[src/hw/rtl/lrkzg_pkg.sv]
`default_nettype none
// ----------------------------------------------------------------------------
// lrkzg_pkg
// Shared constants and types for the longest-run-with-gaps block.
// ----------------------------------------------------------------------------
package lrkzg_pkg;

	// field widths
	localparam int unsigned LEN_W = 21;
	localparam int unsigned CFG_W = 5;

	// stream length at which the position counter saturates
	localparam int unsigned MAX_LEN = 1048576;
	localparam logic [LEN_W-1:0] LEN_SAT = LEN_W'(MAX_LEN);

	// default number of gap cells beyond the first
	localparam int unsigned DEF_MAX_GAPS = 16;

	// gap limit after reset
	localparam logic [CFG_W-1:0] GAP_LIMIT_RST = CFG_W'(1);

	// per-bit control broadcast to every gap cell
	typedef struct packed {
		logic step;   // a request is taken this cycle
		logic shift;  // a new zero run begins: move every entry one cell down
		logic load;   // bit is zero: first cell picks up the current position
		logic clear;  // final bit: drop all zero runs
	} cell_ctrl_t;

endpackage : lrkzg_pkg
`default_nettype wire

[src/hw/rtl/lrkzg_if.sv]
`default_nettype none
// ----------------------------------------------------------------------------
// lrkzg_if
// Valid/ready channels for the bit stream and for the result.
// ----------------------------------------------------------------------------

// bit stream channel
interface lrkzg_in_if;
	logic valid;
	logic ready;
	logic bit_value;
	logic last_bit;

	modport source (output valid, output bit_value, output last_bit, input ready);
	modport sink   (input valid, input bit_value, input last_bit, output ready);
endinterface : lrkzg_in_if

// result channel
interface lrkzg_out_if;
	logic                        valid;
	logic                        ready;
	logic [lrkzg_pkg::LEN_W-1:0] best_length;
	logic                        overflow;

	modport source (output valid, output best_length, output overflow, input ready);
	modport sink   (input valid, input best_length, input overflow, output ready);
endinterface : lrkzg_out_if
`default_nettype wire

[src/hw/rtl/lrkzg_cell.sv]
`default_nettype none
// ----------------------------------------------------------------------------
// lrkzg_cell
// One entry of the zero-run end chain: holds the end position of one recent
// zero run and a flag that the entry is occupied, and offers its next value
// as the window start when the gap limit selects it.
// ----------------------------------------------------------------------------
module lrkzg_cell #(
	parameter int unsigned IDX_W = 5,
	parameter int unsigned INDEX = 0
) (
	input  wire                               clk,
	input  wire                               arst_n,
	input  wire lrkzg_pkg::cell_ctrl_t        ctrl,
	input  wire  [IDX_W-1:0]                  tap_sel,
	input  wire  [lrkzg_pkg::LEN_W-1:0]       prev_run_end,
	input  wire                               prev_valid,
	output logic [lrkzg_pkg::LEN_W-1:0]       run_end,
	output logic                              run_valid,
	output logic [lrkzg_pkg::LEN_W-1:0]       tap_end,
	output logic                              tap_hit
);
	import lrkzg_pkg::*;

	localparam bit FIRST = (INDEX == 0);

	logic [LEN_W-1:0] run_end_q;
	logic             run_valid_q;
	logic [LEN_W-1:0] run_end_d;
	logic             run_valid_d;
	logic             picked;

	// next entry: take the neighbour's on a new run, the first cell also
	// follows the position through a run of zeros
	always_comb begin
		run_end_d   = (ctrl.shift || (ctrl.load && FIRST)) ? prev_run_end : run_end_q;
		run_valid_d = ctrl.shift ? prev_valid : run_valid_q;
		picked      = (tap_sel == IDX_W'(INDEX));
		tap_end     = picked ? run_end_d : '0;
		tap_hit     = picked && run_valid_d;
	end

	// occupancy flag
	always_ff @(posedge clk or negedge arst_n) begin
		if (!arst_n) begin
			run_valid_q <= 1'b0;
		end else if (ctrl.step) begin
			run_valid_q <= ctrl.clear ? 1'b0 : run_valid_d;
		end
	end

	// end position, only read while occupied
	always_ff @(posedge clk) begin
		if (ctrl.step) begin
			run_end_q <= run_end_d;
		end
	end

	assign run_end   = run_end_q;
	assign run_valid = run_valid_q;

endmodule : lrkzg_cell
`default_nettype wire

[src/hw/rtl/longest_run_with_k_zero_gaps_core.sv]
`default_nettype none
// ----------------------------------------------------------------------------
// longest_run_with_k_zero_gaps_core
// Longest stretch of a bit stream holding at most gap_limit zero runs.
// ----------------------------------------------------------------------------
// Usage:
//   stream carries one bit per request (bit_value, last_bit). On the request
//   with last_bit set, one result request follows on result: best_length is
//   the longest stretch with at most gap_limit zero runs, saturated at
//   MAX_LEN, and overflow flags a stream longer than MAX_LEN bits.
//   Throughput is one bit per cycle while stream.ready is high: each bit passes
//   once through the chain of MAX_GAPS+1 gap cells, one subtract and one compare.
//   The final bit's result is registered in the output register or the skid.
//   gap_limit is written through cfg_we/cfg_wdata while the block is idle;
//   values above MAX_GAPS act as MAX_GAPS.
//   Reset clears the stream state and sets gap_limit to 1; no clearing pass
//   is needed, the block takes requests as soon as reset is released.
//   The result sits in an output register backed by a skid register, so
//   the stream keeps flowing while a result waits; stream.ready drops only
//   when both hold a result the receiver has not taken.
//   After each final bit the stream state returns to its reset value.
// ----------------------------------------------------------------------------
module longest_run_with_k_zero_gaps_core #(
	parameter int unsigned MAX_GAPS = lrkzg_pkg::DEF_MAX_GAPS
) (
	input  wire                         clk,
	input  wire                         arst_n,
	input  wire                         cfg_we,
	input  wire  [lrkzg_pkg::CFG_W-1:0] cfg_wdata,
	lrkzg_in_if.sink                    stream,
	lrkzg_out_if.source                 result
);
	import lrkzg_pkg::*;

	localparam int unsigned DEPTH = MAX_GAPS + 1;
	localparam int unsigned IDX_W = (DEPTH > 1) ? $clog2(DEPTH) : 1;

	// configuration
	logic [CFG_W-1:0] gap_limit_q;

	// stream state
	logic [LEN_W-1:0] pos_q;
	logic             inside_q;
	logic [LEN_W-1:0] best_q;
	logic             ovf_q;

	// output register and skid
	logic             out_v_q;
	logic [LEN_W-1:0] out_len_q;
	logic             out_ovf_q;
	logic             skid_v_q;
	logic [LEN_W-1:0] skid_len_q;
	logic             skid_ovf_q;

	logic             take;
	logic             push;
	logic             pop;
	logic [IDX_W-1:0] k_sel;
	logic [LEN_W-1:0] pos_new;
	logic             ovf_new;
	logic [LEN_W-1:0] cand;
	logic [LEN_W-1:0] best_new;
	logic [LEN_W-1:0] sel_end;
	logic             sel_hit;
	cell_ctrl_t       ctrl;

	logic [LEN_W-1:0] chain_end   [DEPTH+1];
	logic             chain_valid [DEPTH+1];
	logic [LEN_W-1:0] tap_end     [DEPTH];
	logic             tap_hit     [DEPTH];

	// handshake
	assign stream.ready = !skid_v_q;
	assign take         = stream.valid && stream.ready;
	assign push         = take && stream.last_bit;
	assign pop          = out_v_q && result.ready;

	// gap limit register
	always_ff @(posedge clk or negedge arst_n) begin
		if (!arst_n) begin
			gap_limit_q <= GAP_LIMIT_RST;
		end else if (cfg_we) begin
			gap_limit_q <= cfg_wdata;
		end
	end

	// effective gap limit, capped at MAX_GAPS, the index of the last gap cell
	assign k_sel = (32'(gap_limit_q) > MAX_GAPS) ? IDX_W'(MAX_GAPS) : IDX_W'(gap_limit_q);

	// saturating position
	always_comb begin
		ovf_new = ovf_q || (pos_q >= LEN_SAT);
		pos_new = (pos_q >= LEN_SAT) ? pos_q : pos_q + LEN_W'(1);
	end

	// cell control
	always_comb begin
		ctrl.step  = take;
		ctrl.load  = !stream.bit_value;
		ctrl.shift = !stream.bit_value && !inside_q;
		ctrl.clear = stream.last_bit;
	end

	// chain of gap cells, entry 0 holds the most recent zero run
	assign chain_end[0]   = pos_new;
	assign chain_valid[0] = 1'b1;

	for (genvar i = 0; i < DEPTH; i++) begin : g_cell
		lrkzg_cell #(
			.IDX_W (IDX_W),
			.INDEX (i)
		) u_cell (
			.clk          (clk),
			.arst_n       (arst_n),
			.ctrl         (ctrl),
			.tap_sel      (k_sel),
			.prev_run_end (chain_end[i]),
			.prev_valid   (chain_valid[i]),
			.run_end      (chain_end[i+1]),
			.run_valid    (chain_valid[i+1]),
			.tap_end      (tap_end[i]),
			.tap_hit      (tap_hit[i])
		);
	end

	// gather the selected cell's window start
	always_comb begin
		sel_end = '0;
		sel_hit = 1'b0;
		for (int i = 0; i < DEPTH; i++) begin
			sel_end = sel_end | tap_end[i];
			sel_hit = sel_hit | tap_hit[i];
		end
	end

	// candidate window and running maximum
	always_comb begin
		cand     = sel_hit ? pos_new - sel_end : pos_new;
		best_new = (cand > best_q) ? cand : best_q;
	end

	// stream state, cleared after the final bit
	always_ff @(posedge clk or negedge arst_n) begin
		if (!arst_n) begin
			pos_q    <= '0;
			inside_q <= 1'b0;
			best_q   <= '0;
			ovf_q    <= 1'b0;
		end else if (take) begin
			if (stream.last_bit) begin
				pos_q    <= '0;
				inside_q <= 1'b0;
				best_q   <= '0;
				ovf_q    <= 1'b0;
			end else begin
				pos_q    <= pos_new;
				inside_q <= !stream.bit_value;
				best_q   <= best_new;
				ovf_q    <= ovf_new;
			end
		end
	end

	// output and skid occupancy
	always_ff @(posedge clk or negedge arst_n) begin
		if (!arst_n) begin
			out_v_q  <= 1'b0;
			skid_v_q <= 1'b0;
		end else if (pop) begin
			if (skid_v_q) begin
				skid_v_q <= 1'b0;
			end else begin
				out_v_q <= push;
			end
		end else if (push) begin
			if (out_v_q) begin
				skid_v_q <= 1'b1;
			end else begin
				out_v_q <= 1'b1;
			end
		end
	end

	// output and skid data
	always_ff @(posedge clk) begin
		if (pop && skid_v_q) begin
			out_len_q <= skid_len_q;
			out_ovf_q <= skid_ovf_q;
		end else if (push && (!out_v_q || pop)) begin
			out_len_q <= best_new;
			out_ovf_q <= ovf_new;
		end
		if (push && out_v_q && !pop) begin
			skid_len_q <= best_new;
			skid_ovf_q <= ovf_new;
		end
	end

	assign result.valid       = out_v_q;
	assign result.best_length = out_len_q;
	assign result.overflow    = out_ovf_q;

	// skid only fills behind a waiting result
	a_skid_behind_out: assert property (@(posedge clk) disable iff (!arst_n)
		skid_v_q |-> out_v_q)
		else $error("skid holds a result while the output register is empty");

	// a final bit always leaves a result waiting
	a_final_gives_result: assert property (@(posedge clk) disable iff (!arst_n)
		push |=> out_v_q)
		else $error("final bit taken but no result pending");

	// overflow only once the position has saturated
	a_ovf_saturated: assert property (@(posedge clk) disable iff (!arst_n)
		ovf_q |-> (pos_q == LEN_SAT))
		else $error("overflow set before the position saturated");

	// the best window never exceeds the bits seen
	a_best_bounded: assert property (@(posedge clk) disable iff (!arst_n)
		best_q <= pos_q)
		else $error("best length exceeds the position");

endmodule : longest_run_with_k_zero_gaps_core
`default_nettype wire

[src/flat_wrapper.sv]
// flat-port wrapper written by rule: the top's interface ports become plain ports
module longest_run_with_k_zero_gaps_core_flat import lrkzg_pkg::*;
#(
	parameter int unsigned MAX_GAPS = lrkzg_pkg::DEF_MAX_GAPS
)
  (clk, arst_n, cfg_we, cfg_wdata, stream_valid, stream_bit_value, stream_last_bit, stream_ready, result_valid, result_best_length, result_overflow, result_ready);
  lrkzg_in_if stream_i ();
  lrkzg_out_if result_i ();
  input  wire clk;
  input  wire arst_n;
  input  wire cfg_we;
  input  wire  [lrkzg_pkg::CFG_W-1:0] cfg_wdata;
  input wire logic [$bits(stream_i.valid)-1:0] stream_valid;
  input wire logic [$bits(stream_i.bit_value)-1:0] stream_bit_value;
  input wire logic [$bits(stream_i.last_bit)-1:0] stream_last_bit;
  output wire logic [$bits(stream_i.ready)-1:0] stream_ready;
  output wire logic [$bits(result_i.valid)-1:0] result_valid;
  output wire logic [$bits(result_i.best_length)-1:0] result_best_length;
  output wire logic [$bits(result_i.overflow)-1:0] result_overflow;
  input wire logic [$bits(result_i.ready)-1:0] result_ready;
  assign stream_i.valid = stream_valid;
  assign stream_i.bit_value = stream_bit_value;
  assign stream_i.last_bit = stream_last_bit;
  assign stream_ready = stream_i.ready;
  assign result_valid = result_i.valid;
  assign result_best_length = result_i.best_length;
  assign result_overflow = result_i.overflow;
  assign result_i.ready = result_ready;
  longest_run_with_k_zero_gaps_core #(.MAX_GAPS(MAX_GAPS)) u_core (.clk(clk), .arst_n(arst_n), .cfg_we(cfg_we), .cfg_wdata(cfg_wdata), .stream(stream_i), .result(result_i));
endmodule
[config.mk]
export PLATFORM = sky130hd
export DESIGN_NAME = longest_run_with_k_zero_gaps_core_flat
export DESIGN_NICKNAME = d
export VERILOG_FILES = /design/src/hw/rtl/lrkzg_pkg.sv /design/src/hw/rtl/lrkzg_if.sv /design/src/hw/rtl/lrkzg_cell.sv /design/src/hw/rtl/longest_run_with_k_zero_gaps_core.sv /design/src/flat_wrapper.sv
export SDC_FILE = /design/constraint.sdc
export NUM_CORES = 1
export LEC_CHECK = 0
export ABC_AREA = 1
export BUFFER_PORTS_ARGS = -buffer_cell sky130_fd_sc_hd__buf_2
export CAP_MARGIN = 20
export CORE_MARGIN = 2
export CORE_UTILIZATION = 25
export CTS_CLUSTER_SIZE = 40
export DETAILED_ROUTE_END_ITERATION = 8
export SYNTH_ARGS = -nofsm -noshare
export SYNTH_HDL_FRONTEND = slang
export SYNTH_SLANG_ARGS = --single-unit
[constraint.sdc]
create_clock -name clk -period 12.7 [get_ports clk]
set_input_delay 2.54 -clock clk [delete_from_list [all_inputs] [get_ports clk]]
set_output_delay 2.54 -clock clk [all_outputs]
set_load 0.01 [all_outputs]
# ---- Word level (Yosys, flattened, before mapping)
# Index checks and enable logic that the tools add are counted.
dict set report totals {
  output_inout_bits 24
  word_cells 224
  reg_bits 469
}
dict set report op_classes {
  n_eq_ne 17
  n_reduce_logical 39
  bitwise 32
  n_addsub 2
  n_lt_le_gt_ge 3
  mux 86
}
# operator count
set ops {}
lappend ops {{$mux 21} 41}
lappend ops {{$or 21x21->21} 16}
lappend ops {{$mux 1} 44}
lappend ops {{$eq 5x4->1 const B} 8}
lappend ops {{$logic_and 1x1->1} 25}
lappend ops {{$add 21x1->21 const B} 1}
lappend ops {{$ge 21x21->1 const B} 1}
lappend ops {{$gt 21x21->1} 1}
lappend ops {{$sub 21x21->21} 1}
lappend ops {{$eq 5x3->1 const B} 4}
lappend ops {{$or 1x1->1} 16}
lappend ops {{$eq 5x2->1 const B} 2}
lappend ops {{$reduce_bool 2->1} 3}
lappend ops {{$eq 5x1->1 const B} 1}
lappend ops {{$eq 5x5->1 const B} 1}
lappend ops {{$gt 5x5->1 const B} 1}
lappend ops {{$logic_not 1->1} 5}
lappend ops {{$logic_not 5->1} 1}
lappend ops {{$mux 5} 1}
lappend ops {{$reduce_and 2->1} 2}
lappend ops {{$logic_or 1x1->1} 3}
lappend ops {{$ne 2x2->1 const B} 1}

# ---- Depth between registers and ports, before layout
dict set report depth {
  depth_word 27
  depth_mapped 38
  depth_no_buf 36
}

# ---- Modules after synthesis
# Synthesis repeated with hierarchy kept, for this count alone.
dict set report hier_totals {
  cells_unflattened 4010
  hier_area_um2 29935.0
}
# module n_inst cells_per_inst seq_area_each_um2 area_each_um2
set by_module_without_submodules {}
lappend by_module_without_submodules {longest_run_with_k_zero_gaps_core 1 1091 2598.7 7601.0}
lappend by_module_without_submodules {{lrkzg_cell at u_core.g_cell[10].u_cell ...} 4 149 655.6 1325.0}
lappend by_module_without_submodules {{lrkzg_cell at u_core.g_cell[13].u_cell ...} 3 192 655.6 1301.2}
lappend by_module_without_submodules {{lrkzg_cell at u_core.g_cell[16].u_cell ...} 3 190 655.6 1295.0}
lappend by_module_without_submodules {{lrkzg_cell at u_core.g_cell[4].u_cell ...} 2 150 655.6 1328.8}
lappend by_module_without_submodules {{lrkzg_cell at u_core.g_cell[11].u_cell ...} 2 151 655.6 1318.8}
lappend by_module_without_submodules {{lrkzg_cell at u_core.g_cell[0].u_cell} 1 192 655.6 1348.8}
lappend by_module_without_submodules {{lrkzg_cell at u_core.g_cell[3].u_cell} 1 192 655.6 1303.8}
lappend by_module_without_submodules {{lrkzg_cell at u_core.g_cell[12].u_cell} 1 191 655.6 1297.5}

# ---- Least setup slack after synthesis
# OpenSTA, ideal clock, no wires.
dict set report synth_path {
  path_type {input port to flip-flop}
  startpoint {in stream_valid}
  endpoint {reg u_core.g_cell[0].u_cell.run_end_q[0], enable pin}
  slack_ns -0.994
  path_buffers 2
  arrival_ns 12.834
  cell_stages 4
  path_cell_list {nand2_1 -> inv_1 -> clkbuf_1 -> clkbuf_1}
}
dict set report synth_via {
  elab_chain_len 1
}
# item line
set synth_lines {}
lappend synth_lines {{start, declared} flat_wrapper.sv:13} ;# input wire logic [$bits(stream_i.valid)-1:0] stream_valid;
lappend synth_lines {{$logic_and 1x1->1} longest_run_with_k_zero_gaps_core.sv:74} ;# assign take = stream.valid && stream.ready;
lappend synth_lines {{via u_core.take} longest_run_with_k_zero_gaps_core.sv:55} ;# logic take;
lappend synth_lines {{end signal, assigned} lrkzg_cell.sv:55} ;# run_end_q <= run_end_d;
lappend synth_lines {{end, declared} lrkzg_cell.sv:27} ;# logic [LEN_W-1:0] run_end_q;
# The timed path passes the listed nets, and every way through them passes these cells.
# A chain may end at the register's enable or synchronous reset.

# ---- Worst setup path after layout
dict set report layout_path {
  startpoint {in stream_bit_value}
  endpoint {reg u_core.out_len_q[0] (netlist: u_core.result.best_length[0]), data pin}
}
dict set report layout_via {
  word_cells_on_any_way 109
}
# item line
set layout_rtl {}
lappend layout_rtl {{start, declared} flat_wrapper.sv:14} ;# input wire logic [$bits(stream_i.bit_value)-1:0] stream_bit_value;
lappend layout_rtl {{$logic_not 1->1} longest_run_with_k_zero_gaps_core.sv:100} ;# ctrl.shift = !stream.bit_value && !inside_q;
lappend layout_rtl {{$logic_and 1x1->1} longest_run_with_k_zero_gaps_core.sv:100}
lappend layout_rtl {{$mux 21} lrkzg_cell.sv:36} ;# run_end_d = (ctrl.shift || (ctrl.load && FIRST)) ? prev_run_end : run_end_q;
lappend layout_rtl {{via u_core.g_cell[11].u_cell.run_end_d[13]} lrkzg_cell.sv:29} ;# logic [LEN_W-1:0] run_end_d;
lappend layout_rtl {{$mux 21} lrkzg_cell.sv:39} ;# tap_end = picked ? run_end_d : '0;
lappend layout_rtl {{$or 21x21->21 (6 in a row)} longest_run_with_k_zero_gaps_core.sv:131} ;# sel_end = sel_end | tap_end[i];
lappend layout_rtl {{$sub 21x21->21} longest_run_with_k_zero_gaps_core.sv:138} ;# cand = sel_hit ? pos_new - sel_end : pos_new;
lappend layout_rtl {{$mux 21} longest_run_with_k_zero_gaps_core.sv:138}
lappend layout_rtl {{$gt 21x21->1} longest_run_with_k_zero_gaps_core.sv:139} ;# best_new = (cand > best_q) ? cand : best_q;
lappend layout_rtl {{$mux 21} longest_run_with_k_zero_gaps_core.sv:139}
lappend layout_rtl {{$mux 21} longest_run_with_k_zero_gaps_core.sv:189} ;# end else if (push && (!out_v_q || pop)) begin
lappend layout_rtl {{$mux 21} longest_run_with_k_zero_gaps_core.sv:186} ;# if (pop && skid_v_q) begin
lappend layout_rtl {{end signal, assigned} longest_run_with_k_zero_gaps_core.sv:187} ;# out_len_q <= skid_len_q;
lappend layout_rtl {{end signal, assigned} longest_run_with_k_zero_gaps_core.sv:190} ;# out_len_q <= best_new;
lappend layout_rtl {{end, declared} longest_run_with_k_zero_gaps_core.sv:49} ;# logic [LEN_W-1:0] out_len_q;
# The timed path passes the listed nets, and every way through them passes these cells. The select of a mux whose other input is x is not followed.

==> impl_metrics.csv <==
group,metric,value,unit
outcome,status,"complete, no violations",
critical_path,startpoint,"stream_bit_value",
timing,period_needed,9600,ps
grt,first_pass_grt_wire_length,108.1,mm
logic_synthesis,yosys.area.top_type_share,0.4887,
logic_synthesis,synth_cells,2761,
final_layout,post_route_cells_drive_above_1_share,0.07720,
logic_synthesis,synth.lib_cells_used.distinct,56,
critical_path,worst_setup_path_end_kind,"flop",
min_path,min-delay-path-class,"flop to flop",
clocking,tritoncts,"done",
clocking,cts-root-buf,"sky130_fd_sc_hd__clkbuf_16",
logic_synthesis,synth.ff_latch_count,469,
logic_synthesis,yosys.area_share.xor_xnor,0.009242,
logic_synthesis,syn_nets,2817,
placed_design,detailed_place_hpwl,44.07,mm
timing,rsz0062_at_grt,"no",
grt,grt_antenna_before_repair,0,
grt,grt_overflow,0,
critical_path,cp_data_arrival_time,9930,ps
drt,wirelength,69.36,mm
clocking,htreeDepth,2,
logic_synthesis,postSynth.topFlopCell,"sky130_fd_sc_hd__edfxtp_1",
critical_path,r2r.worst_path.cells,27,
logic_synthesis,ys.warnings.count,0,
clocking,ctsLongestPathBuffers,3,
flow_run,cap_viol_max_count,0,
critical_path,critPathLaunchType,"primary input",
floorplan,floorplan.core_area,97990,um2
power,p_total,0.003718,W
final_layout,syn_to_final_growth,12.50,%
logic_synthesis,post_synth_edffs,401,
clocking,cts_hold_repair.buffers,0,
floorplan,total_number_of_placement_rows,115,
timing,timing.slew.headroom,0.2956,
placed_design,detailed_place.area,26040,um2
drt,drt.antenna.violating_nets,0,
timing,setup_viol,0,
grt,maximum_number_of_pins_on_one_net_before_global_route_repair,146,
timing,tightestPinTransition,1055,ps
floorplan,design.portCount,36,
critical_path,crit_required,13030,ps
floorplan,start_util,0.2514,
placed_design,globalplace.congestion,0.9240,
drt,vias_per_cell,4.739,
clocking,clock-sinks,469,
drt,drt_drc_violations_left,0,
clocking,insertion_delay,620,ps
logic_synthesis,synth-async-reset-ratio,0.1450,
floorplan,die_ht,317.9,um
timing,max_clock_freq,104.2,MHz
logic_synthesis,post_synth_instance_area,24640,um2
logic_synthesis,synthesized_area_fraction_occupied_by_adder_cells,0.02265,
clocking,cts_made_buffers,52,
power,leakage,10.75,nW
logic_synthesis,synth.yosys.seq_area_share,0.5578,
final_layout,fin_area,27720,um2
critical_path,path_max_fanout,66,
grt,grtUsageTotal,0.1342,
timing,hold_violations,0,
drt,firstDrtPassIters,5,
clocking,cts.reportedPaths.clkPinSlew,60,ps
logic_synthesis,netlist.top_cell.by_area,"sky130_fd_sc_hd__edfxtp_1",
placed_design,port_buffers,35,
logic_synthesis,yosys-mux-area-fraction,0,
power,vdd.ir_drop.worst,0.09620,mV
logic_synthesis,postSynthAreaPerCell,8.924,um2
drt,drtIter0Drc,2064,
critical_path,critical-path-top-cell-by-count,"sky130_fd_sc_hd__a21oi_1",
drt,wl_per_cell,16.97,um
logic_synthesis,synth-compound-area-share,0.1271,
grt,first_global_vias,18530,
logic_synthesis,yosys-top-cells-area,"sky130_fd_sc_hd__edfxtp_1 49%, sky130_fd_sc_hd__nand2_1 16%, sky130_fd_sc_hd__dfrtp_1 6.8%",
drt,dr_total_vias,19360,
critical_path,critPathCapture,"u_core.result.best_length[0]",
final_layout,count_of_nets_after_finishing,2813,
logic_synthesis,largest_family_of_logic_cells_by_synthesized_area,"simple AND/OR/NAND/NOR gates",
timing,finClkSkew,36.28,ps
floorplan,fp.dieW,317.9,um
logic_synthesis,yosys.area_share.simple,0.2118,
timing,maxSlewViolCount,0,
critical_path,critical-path-max-stage-delay,700,ps
floorplan,floorplan.die_area,101100,um2
critical_path,worst_r2r_src,"u_core.inside_q",
critical_path,worstSetupPathType,"primary input to flop",
critical_path,r2r_end,"u_core.result.best_length[0]",
critical_path,regToRegSetupSlack,4990,ps
power,pwr_density_cell,134.1,nW/um2
clocking,cts_resized,0,
timing,finalSetupTns,0,ps
critical_path,slowest_stage,"sky130_fd_sc_hd__nand2_1",
clocking,post-cts-setup-buffer-count,0,
timing,post-route-period-util,0.7559,
[cells in the mapped netlist, drive strengths merged (13+ instances only)]
library cell / instances
inv: 255
nand2: 1059
o22ai: 23
nand4: 42
nand3: 81
a211oi: 13
a221oi: 27
o21ai: 337
a22o: 31
nor2: 77
a21oi: 71
ha: 43
clkbuf: 50
buf: 88
dfrtp: 67
edfxtp: 401
xor2: 17
[registers in the layout, indices dropped and copies added, names as in the netlist]
name / count
u_core.g_cell.u_cell.run_end: 357
u_core.best_q: 21
u_core.pos_q: 21
u_core.result.best_length: 21
u_core.skid_len_q: 21
u_core.g_cell.u_cell.run_valid: 17
u_core.gap_limit_q: 5
u_core.inside_q: 1
u_core.ovf_q: 1
u_core.result.overflow: 1
u_core.result.valid: 1
u_core.skid_ovf_q: 1
u_core.skid_v_q: 1
[logic make-up (layout without fill, tap and decap cells)]
kind of cell,count (synthesis),in the layout
and+or+nand+nor,1297,1297
AOI/OAI and AO/OA,531,531
DFF,469,469
buffers and inverters,394,431
adders and majority gates,44,44
xor gates and xnor gates,26,26
other,0,1
[placed cells by master, fill, tap and decap left out, types with 5 or more instances in the layout]
cell                           n
sky130_fd_sc_hd__clkbuf_1     21
sky130_fd_sc_hd__nand2_1    1058
sky130_fd_sc_hd__nand3_1      78
sky130_fd_sc_hd__a22oi_1      11
sky130_fd_sc_hd__a221oi_2      5
sky130_fd_sc_hd__a21oi_1      71
sky130_fd_sc_hd__a22o_1       31
sky130_fd_sc_hd__o22ai_1      23
sky130_fd_sc_hd__and2_1        8
sky130_fd_sc_hd__nor2_2       17
sky130_fd_sc_hd__o21ai_0     279
sky130_fd_sc_hd__clkinv_1      5
sky130_fd_sc_hd__dfrtp_1      67
sky130_fd_sc_hd__xnor2_1       9
sky130_fd_sc_hd__buf_2        35
sky130_fd_sc_hd__edfxtp_1    401
sky130_fd_sc_hd__nor2_1       59
sky130_fd_sc_hd__or2_2         6
sky130_fd_sc_hd__buf_4        42
sky130_fd_sc_hd__a211oi_1     10
sky130_fd_sc_hd__nor3_1        9
sky130_fd_sc_hd__xor2_1       17
sky130_fd_sc_hd__o21ai_1      46
sky130_fd_sc_hd__clkbuf_16    53
sky130_fd_sc_hd__o21ai_2      12
sky130_fd_sc_hd__inv_1       249
sky130_fd_sc_hd__ha_1         43
sky130_fd_sc_hd__clkinv_2      8
sky130_fd_sc_hd__a221oi_1     22
sky130_fd_sc_hd__nand4_1      42
[cell type report]
class                           instances  area, um2
Tap cell                             1287       1610
Timing Repair Buffer                   80      558.0
Clock buffer                           74       1405
Fill cell                           10380      70270
Sequential cell                       469      13740
Antenna cell                            1      2.502
Clock inverter                         21      246.5
Inverter                              256      970.9
Multi-Input combinational cell       1898       9181
[layer usage]
metal	routed length, um	GRT usage	up-vias
met5	0	0	-
met4	1709	0.03862	0
met3	4276	0.02133	101
met2	31750	0.2172	546
met1	31620	0.1847	9393
li1	-	-	9322
[worst min path at each step]
stage          slack, ps  cells after the start           endpoint         startpoint
5_1_grt              500                      2  u_core.best_q[15]  u_core.best_q[15]
3_3_place_gp         460                      2  u_core.best_q[15]  u_core.best_q[15]
6_report             480                      2  u_core.best_q[20]  u_core.best_q[20]
4_1_cts              480                      2  u_core.best_q[20]  u_core.best_q[20]
3_5_place_dp         470                      2  u_core.best_q[20]  u_core.best_q[20]
2_1_floorplan        450                      2  u_core.best_q[18]  u_core.best_q[18]
[critical path: cells and delay by family]
kind                     cells  cell delay, ps
AND/OR/NAND/NOR             11            2520
buffers and inverters        5            1760
AO/OA/AOI/OAI               13            2400
adder cells (fa/ha/maj)      2             640
[metrics by stage]
step | util | setup slack (ps) | hold slack, ps | std cells
2_1_floorplan | - | 4517 | 448.9 | 2761
3_3_place_gp | 0.2657 | 2552 | 464.9 | 3989
3_5_place_dp | 0.2657 | 2550 | 465.3 | 3989
4_1_cts | 0.2826 | 3148 | 481.2 | 4084
5_1_grt | 0.2829 | 2286 | 503.4 | 4085
6_report | 0.2829 | 3100 | 481.1 | 4086
[power breakdown]
part	internal [W]	switching, W	total (W)
combinational	0.000176	0.000370	0.000547
sequential	0.00168	0.00000132	0.00168
clock	0.000855	0.000639	0.00149
No activity file was read; power rests on OpenSTA's default activity.
